==> src/sv/htfd_pkg.sv <==
// shared types, constants and the crc-8 step for the humidity/temperature frame decoder
// no dependencies
`timescale 1ns / 1ps

package htfd_pkg;

    // crc-8 generator x^8 + x^5 + x^4 + 1, initial value zero, no final xor
    localparam logic [7:0]  CRC_POLY    = 8'h31;
    localparam logic [15:0] STATUS_MASK = 16'hFFFC;

    // conversion constants, results in hundredths
    localparam logic [14:0]        TEMP_SCALE  = 15'd17572;
    localparam logic [14:0]        HUM_SCALE   = 15'd12500;
    localparam logic signed [15:0] TEMP_OFFSET = -16'sd4685;
    localparam logic signed [15:0] HUM_OFFSET  = -16'sd600;

    // measurement kinds
    localparam logic KIND_TEMP = 1'b0;
    localparam logic KIND_HUM  = 1'b1;

    localparam int QUEUE_DEPTH = 2;

    // one complete frame handed from front to back
    typedef struct packed {
        logic [15:0] code;
        logic        crc_error;
        logic        kind;
    } htfd_frame_t;

    // one converted result
    typedef struct packed {
        logic [14:0] measurement;
        logic [15:0] raw_code;
        logic        crc_error;
        logic        kind;
    } htfd_result_t;

    function automatic logic [7:0] crc8_byte(input logic [7:0] crc, input logic [7:0] data);
        logic [7:0] c;
        c = crc ^ data;
        for (int i = 0; i < 8; i++) begin
            if (c[7]) begin
                c = {c[6:0], 1'b0} ^ CRC_POLY;
            end else begin
                c = {c[6:0], 1'b0};
            end
        end
        return c;
    endfunction

endpackage

==> src/sv/htfd_front.sv <==
// front end: takes bytes, tracks the frame position and the running crc
// depends on htfd_pkg
`timescale 1ns / 1ps

module htfd_front (
    input  logic                 aclk,
    input  logic                 aresetn,
    input  logic                 s_tvalid,
    output logic                 s_tready,
    input  logic [7:0]           s_tdata,   // [7:0] rx_byte
    input  logic [1:0]           s_tuser,   // [0] frame_start, [1] kind
    output logic                 push_valid,
    input  logic                 push_ready,
    output htfd_pkg::htfd_frame_t push_frame
);
    import htfd_pkg::*;

    typedef enum logic [1:0] {
        POS_HIGH  = 2'd0,
        POS_LOW   = 2'd1,
        POS_CHECK = 2'd2
    } pos_t;

    pos_t       pos_reg, pos_next, pos_cur;
    logic [7:0] crc_reg, crc_next;
    logic [7:0] high_reg, high_next;
    logic [7:0] low_reg, low_next;
    logic       take;

    assign s_tready = push_ready;
    assign take     = s_tvalid && s_tready;

    always_comb begin
        pos_cur    = s_tuser[0] ? POS_HIGH : pos_reg;
        pos_next   = pos_reg;
        crc_next   = crc_reg;
        high_next  = high_reg;
        low_next   = low_reg;
        push_valid = 1'b0;
        push_frame.code      = {high_reg, low_reg} & STATUS_MASK;
        push_frame.crc_error = (crc_reg != s_tdata);
        push_frame.kind      = s_tuser[1];
        if (take) begin
            unique case (pos_cur)
                POS_LOW: begin
                    low_next = s_tdata;
                    crc_next = crc8_byte(crc_reg, s_tdata);
                    pos_next = POS_CHECK;
                end
                POS_CHECK: begin
                    push_valid = 1'b1;
                    crc_next   = 8'h00;
                    pos_next   = POS_HIGH;
                end
                default: begin
                    // first byte, forced start, or the unused position
                    high_next = s_tdata;
                    crc_next  = crc8_byte(8'h00, s_tdata);
                    pos_next  = POS_LOW;
                end
            endcase
        end
    end

    always_ff @(posedge aclk) begin
        if (!aresetn) begin
            pos_reg  <= POS_HIGH;
            crc_reg  <= 8'h00;
            high_reg <= 8'h00;
            low_reg  <= 8'h00;
        end else begin
            pos_reg  <= pos_next;
            crc_reg  <= crc_next;
            high_reg <= high_next;
            low_reg  <= low_next;
        end
    end

endmodule

==> src/sv/htfd_queue.sv <==
// short frame queue between front and back end
// depends on htfd_pkg
`timescale 1ns / 1ps

module htfd_queue (
    input  logic                  aclk,
    input  logic                  aresetn,
    input  logic                  push_valid,
    output logic                  push_ready,
    input  htfd_pkg::htfd_frame_t push_frame,
    output logic                  pop_valid,
    input  logic                  pop_ready,
    output htfd_pkg::htfd_frame_t pop_frame
);
    import htfd_pkg::*;

    localparam int PtrW = $clog2(QUEUE_DEPTH);
    localparam int CntW = $clog2(QUEUE_DEPTH + 1);

    htfd_frame_t     mem [QUEUE_DEPTH];
    logic [PtrW-1:0] wr_ptr_reg, wr_ptr_next;
    logic [PtrW-1:0] rd_ptr_reg, rd_ptr_next;
    logic [CntW-1:0] count_reg, count_next;
    logic            do_push, do_pop;

    assign push_ready = (count_reg != CntW'(QUEUE_DEPTH));
    assign pop_valid  = (count_reg != '0);
    assign pop_frame  = mem[rd_ptr_reg];
    assign do_push    = push_valid && push_ready;
    assign do_pop     = pop_valid && pop_ready;

    always_comb begin
        wr_ptr_next = wr_ptr_reg;
        rd_ptr_next = rd_ptr_reg;
        count_next  = count_reg;
        if (do_push) begin
            wr_ptr_next = (wr_ptr_reg == PtrW'(QUEUE_DEPTH - 1)) ? '0 : wr_ptr_reg + 1'b1;
        end
        if (do_pop) begin
            rd_ptr_next = (rd_ptr_reg == PtrW'(QUEUE_DEPTH - 1)) ? '0 : rd_ptr_reg + 1'b1;
        end
        if (do_push && !do_pop) begin
            count_next = count_reg + 1'b1;
        end else if (do_pop && !do_push) begin
            count_next = count_reg - 1'b1;
        end
    end

    always_ff @(posedge aclk) begin
        if (!aresetn) begin
            wr_ptr_reg <= '0;
            rd_ptr_reg <= '0;
            count_reg  <= '0;
        end else begin
            wr_ptr_reg <= wr_ptr_next;
            rd_ptr_reg <= rd_ptr_next;
            count_reg  <= count_next;
        end
    end

    always_ff @(posedge aclk) begin
        if (do_push) begin
            mem[wr_ptr_reg] <= push_frame;
        end
    end

endmodule

==> src/sv/htfd_back.sv <==
// back end: scales the sensor code, adds the offset, holds the result for the receiver
// depends on htfd_pkg
`timescale 1ns / 1ps

module htfd_back (
    input  logic                   aclk,
    input  logic                   aresetn,
    input  logic                   pop_valid,
    output logic                   pop_ready,
    input  htfd_pkg::htfd_frame_t  pop_frame,
    output logic                   out_valid,
    input  logic                   out_ready,
    output htfd_pkg::htfd_result_t out_result
);
    import htfd_pkg::*;

    // multiply stage
    logic        mul_valid_reg;
    logic [30:0] prod_reg;
    htfd_frame_t mul_frame_reg;
    // output stage
    logic         res_valid_reg;
    htfd_result_t res_reg;

    logic              res_load, mul_load;
    logic [14:0]       scale;
    logic signed [15:0] offset, value;

    assign res_load  = !res_valid_reg || out_ready;
    assign mul_load  = !mul_valid_reg || res_load;
    assign pop_ready = mul_load;

    assign scale  = (pop_frame.kind == KIND_HUM) ? HUM_SCALE : TEMP_SCALE;
    assign offset = (mul_frame_reg.kind == KIND_HUM) ? HUM_OFFSET : TEMP_OFFSET;
    assign value  = offset + $signed({1'b0, prod_reg[30:16]});

    always_ff @(posedge aclk) begin
        if (!aresetn) begin
            mul_valid_reg <= 1'b0;
            res_valid_reg <= 1'b0;
        end else begin
            if (mul_load) begin
                mul_valid_reg <= pop_valid;
            end
            if (res_load) begin
                res_valid_reg <= mul_valid_reg;
            end
        end
    end

    always_ff @(posedge aclk) begin
        if (mul_load && pop_valid) begin
            // full product fits 31 bits for the largest code and scale
            prod_reg      <= 31'(pop_frame.code) * 31'(scale);
            mul_frame_reg <= pop_frame;
        end
        if (res_load && mul_valid_reg) begin
            res_reg.measurement <= value[14:0];
            res_reg.raw_code    <= mul_frame_reg.code;
            res_reg.crc_error   <= mul_frame_reg.crc_error;
            res_reg.kind        <= mul_frame_reg.kind;
        end
    end

    assign out_valid  = res_valid_reg;
    assign out_result = res_reg;

endmodule

==> src/sv/humidity_temp_frame_decoder.sv <==
// top level of the humidity/temperature frame decoder
// depends on htfd_pkg, htfd_front, htfd_queue and htfd_back
//
// usage
//   the s_ channel carries one received sensor byte per item: data high byte,
//   data low byte, then the checksum byte. s_tuser[0] forces the byte to open a
//   new frame, s_tuser[1] gives the measurement kind and is read with the checksum
//   byte (0 temperature, 1 humidity).
//   the m_ channel gives one result item per three-byte frame: the converted value
//   in hundredths of a degree celsius or percent rh, the code with its two status
//   bits cleared, a crc mismatch flag and the echoed kind.
// throughput and data path
//   one byte item is taken every cycle while the frame queue is not full. the
//   checksum byte writes its frame into the frame queue, from which the frame
//   passes into the multiplier register and then through the offset adder into
//   the output register that drives m_.
// reset
//   aresetn low clears the byte position, the running crc and all valid flags.
// stalls
//   while m_tready is low the output register holds; the multiplier stage and a
//   two-frame queue keep filling, and s_tready drops only once the queue is full.
`timescale 1ns / 1ps

module humidity_temp_frame_decoder (
    input  logic        aclk,
    input  logic        aresetn,
    // byte channel
    input  logic        s_tvalid,
    output logic        s_tready,
    input  logic [7:0]  s_tdata,   // [7:0] rx_byte
    input  logic [1:0]  s_tuser,   // [0] frame_start, [1] kind
    // result channel
    output logic        m_tvalid,
    input  logic        m_tready,
    output logic [31:0] m_tdata,   // [14:0] measurement, [30:15] raw_code, [31] zero
    output logic [1:0]  m_tuser    // [0] crc_error, [1] kind
);
    import htfd_pkg::*;

    // front to queue
    logic         push_valid, push_ready;
    htfd_frame_t  push_frame;
    // queue to back
    logic         pop_valid, pop_ready;
    htfd_frame_t  pop_frame;
    // back to output
    htfd_result_t result;

    // byte position, crc and frame assembly
    htfd_front u_front (
        .aclk       (aclk),
        .aresetn    (aresetn),
        .s_tvalid   (s_tvalid),
        .s_tready   (s_tready),
        .s_tdata    (s_tdata),
        .s_tuser    (s_tuser),
        .push_valid (push_valid),
        .push_ready (push_ready),
        .push_frame (push_frame)
    );

    // decouples the byte side from the conversion side
    htfd_queue u_queue (
        .aclk       (aclk),
        .aresetn    (aresetn),
        .push_valid (push_valid),
        .push_ready (push_ready),
        .push_frame (push_frame),
        .pop_valid  (pop_valid),
        .pop_ready  (pop_ready),
        .pop_frame  (pop_frame)
    );

    // scaling and output register
    htfd_back u_back (
        .aclk       (aclk),
        .aresetn    (aresetn),
        .pop_valid  (pop_valid),
        .pop_ready  (pop_ready),
        .pop_frame  (pop_frame),
        .out_valid  (m_tvalid),
        .out_ready  (m_tready),
        .out_result (result)
    );

    assign m_tdata = {1'b0, result.raw_code, result.measurement};
    assign m_tuser = {result.kind, result.crc_error};

endmodule
==> config.mk <==
export PLATFORM = sky130hd
export DESIGN_NAME = humidity_temp_frame_decoder
export DESIGN_NICKNAME = d
export VERILOG_FILES = /design/src/sv/htfd_pkg.sv /design/src/sv/htfd_front.sv /design/src/sv/htfd_queue.sv /design/src/sv/htfd_back.sv /design/src/sv/humidity_temp_frame_decoder.sv
export SDC_FILE = /design/constraint.sdc
export NUM_CORES = 1
export LEC_CHECK = 0
export BUFFER_PORTS_ARGS = -buffer_cell sky130_fd_sc_hd__clkbuf_2
export CAP_MARGIN = 0
export CORE_UTILIZATION = 57
export CTS_CLUSTER_DIAMETER = 100
export DETAILED_ROUTE_END_ITERATION = 7
export MAX_ROUTING_LAYER = met4
export PLACE_DENSITY = 0.89
export REMOVE_ABC_BUFFERS = 1
export SYNTH_ARGS = -nofsm -noshare
export SYNTH_HDL_FRONTEND = slang
export SYNTH_SLANG_ARGS = --single-unit
==> constraint.sdc <==
create_clock -name aclk -period 6.2 [get_ports aclk]
set_clock_uncertainty 0.15 [all_clocks]
set_input_delay 0.93 -clock aclk [delete_from_list [all_inputs] [get_ports aclk]]
set_output_delay 0.93 -clock aclk [all_outputs]
set_load 0.01 [all_outputs]
==> impl_metrics.py <==
metrics = {
    "cts": {
        "root_buffer": "clkbuf_16",
        "clk_pin_slew_ns": 0.06,
        "clock_tree.buffer_depth": 2,
        "cts_hold_buf": 0,
        "cts_made_buffers": 17,
        "htree_levels": 4,
        "clock_sinks": 125,
        "tritoncts": "built",
        "worstSkewPairLatency_ns": 0.42,
    },
    "synthesis": {
        "synth_common_cells": "127 x ha_1, 102 x inv_1, 94 x edfxtp_1, 62 x fa_1, 49 x nand2_1",
        "netlist_area_um2": 9110,
        "async_reset_ff_share_pct": 0,
        "yosysMostFrequentCell": "ha_1",
        "synth_top_area_share_pct": 31.0,
        "syn_area_per_cell_um2": 11.3,
        "yosys.area.top_type": "edfxtp_1",
        "synth_enable_flop_cells": 94,
        "synth_cells": 807,
        "ys_seq_area_share_pct": 37.8,
        "synth.distinct_cells": 53,
        "synthTopCellsByArea": "edfxtp_1 31%, ha_1 17%, fa_1 14%",
        "synth_seq_cells": 125,
        "yosysWarnings": 0,
        "synth-main-ff-cell": "edfxtp_1",
    },
    "outcome": {
        "status": "finished clean",
    },
    "die": {
        "ios": 50,
        "rows": 45,
        "core-area_um2": 15400,
        "die-area_um2": 16500,
        "die_w_um": 128,
        "initial_core_util_pct": 59.3,
        "die_h_um": 128,
    },
    "layout": {
        "diodes": 0,
        "final_layout_size_suffix_gt1_share_pct": 15.6,
        "nets": 1073,
        "final_core_util_pct": 67.4,
        "stdcell_area_um2": 10400,
        "area_growth_pct": 13.8,
        "largest_reg_flops": 32,
        "fillers": 1128,
    },
    "sta": {
        "slew_viol_final": 0,
        "setup_viol": 0,
        "setup_tns_ns": 0,
        "max-slew-margin-rel_pct": 34.3,
        "min_period_ns": 5.98,
        "hold_violations": 0,
        "rsz0062_at_grt": "yes",
        "tightestPinTransition_ns": 0.983,
        "hold_slack_ns": 0.266,
        "fin_crit_sh_pct": 96.5,
        "fmax_mhz": 167,
    },
    "global_routing": {
        "antenna_found_initial": 0,
        "grt_pass1_vias": 6182,
        "track_usage_pct": 23.3,
        "grt_max_degree": 33,
        "grt_pass1_wl_mm": 28.5,
        "gr-total-overflow": 0,
    },
    "routing": {
        "vias_per_cell": 5.35,
        "dr_total_vias": 5854,
        "drtIter0Drc": 215,
        "drc_errors": 0,
        "drt-wirelength-per-cell_um": 15.8,
        "antenna_left": 0,
        "totalWireLength_mm": 17.3,
        "firstDrtPassIters": 5,
    },
    "critical_path": {
        "required_ns": 6.28,
        "crit_path_end_kind": "flip-flop",
        "crit_fanout": 4,
        "critPathLaunchType": "flip-flop",
        "arrival_ns": 6.06,
        "path_class": "flip-flop to flip-flop",
    },
    "job": {
        "maxCapViolCount": 0,
    },
    "placement": {
        "placed_cell_area_um2": 9640,
        "port_buffers": 46,
        "hpwlAfterDp_mm": 13.3,
        "place_congestion": 0.906,
    },
    "hold_path": {
        "hold_class": "flip-flop to flip-flop",
        "hp-start": "u_back.mul_frame_reg[7]",
    },
}
[stage by stage]
stage / setup slack, ns / instances
floorplan: -0.934 / 784
global route: -0.0335 / 1094
finish: 0.217 / 1094
CTS: 0.0245 / 1092
detailed placement: -0.0109 / 1060
global placement: 0.145 / 1060
[layout make-up]
| cell class | instances | area (um2) | share of cell area [%] |
|---|---|---|---|
| inverters | 103 | 388 | 3.74 |
| clock inverters | 10 | 73.8 | 0.712 |
| well taps | 211 | 264 | 2.55 |
| multi-input cells | 556 | 5300 | 51.1 |
| flip-flops and latches | 125 | 3450 | 33.3 |
| repair buffers | 67 | 395 | 3.81 |
| clock buffers | 22 | 497 | 4.79 |
[critical path, stage by stage, from the launching register on]
cell and delay (ns):
dfxtp_4 0.39, buf_4 0.16, mux2i_2 0.26, buf_4 0.15
nor2_1 0.05, or2_2 0.33, ha_1 0.32, fa_1 0.51
fa_1 0.52, fa_1 0.52, fa_1 0.49, ha_1 0.35
ha_4 0.27, a21oi_2 0.12, o21ai_1 0.11, o31ai_2 0.28
buf_4 0.18, nor2b_1 0.05, a211o_1 0.30, a221oi_1 0.28
[path summary, 6_finish.rpt]
kind,endpoint,cells after the start,slack [ns]
max,u_back.prod_reg[27],19,0.22
min,u_back.out_result[7],0,0.27
max reg2reg,u_back.prod_reg[27],19,0.22
min reg2reg,u_back.out_result[7],0,0.27
[routing by layer]
layer	GRT usage [%]	wire length, um
met4	10.8	531
met3	4.57	763
met2	39.9	8770
met5	-	0
met1	26.3	7180
[cells by family after synthesis]
kind of cell | count (synthesis) | share of synthesized area (%)
multiplexers | 16 | 1.92
other | 2 | 0.0825
XOR/XNOR | 66 | 6.68
buffers and inverters | 139 | 5.98
flip-flops | 125 | 37.8
adder cells (fa/ha/maj) | 189 | 31.1
AO/OA/AOI/OAI | 105 | 7.82
AND/OR/NAND/NOR | 165 | 8.64
[cells in the final DEF, fill, tap and decap left out, types with 4 or more instances in the layout]
cell type	netlist	layout
clkbuf_2	0	46
nor2_1	45	44
conb_1	2	15
and2_1	8	7
a211oi_1	8	7
ha_1	127	123
a31oi_1	4	4
or2_2	11	11
clkbuf_16	0	19
a21boi_0	19	19
and3_1	4	4
a221oi_1	5	5
a21o_1	5	5
o21ai_0	17	17
dfxtp_1	31	30
nand2b_1	7	7
fa_1	62	62
nand3_1	21	21
mux2i_1	13	5
nand2_1	49	49
inv_1	102	102
xnor2_1	34	34
xor2_1	29	29
buf_4	5	19
mux2i_2	0	4
mux2i_4	1	5
edfxtp_1	94	94
a21oi_1	25	24
[timing repair]
| action | 4_1_cts | 5_1_grt |
|---|---|---|
| pin swaps | 0 | 3 |
| gates resized for setup | 4 | 25 |
| endpoints found under the hold margin | 0 | 0 |
| setup endpoints to repair | 1 | 13 |
| cloned | 0 | 0 |
| buffers inserted | 0 | 2 |
Power is left out: the tool's default activity adds up to more than one toggle a clock period on the data nets, which glitch-free logic cannot reach.
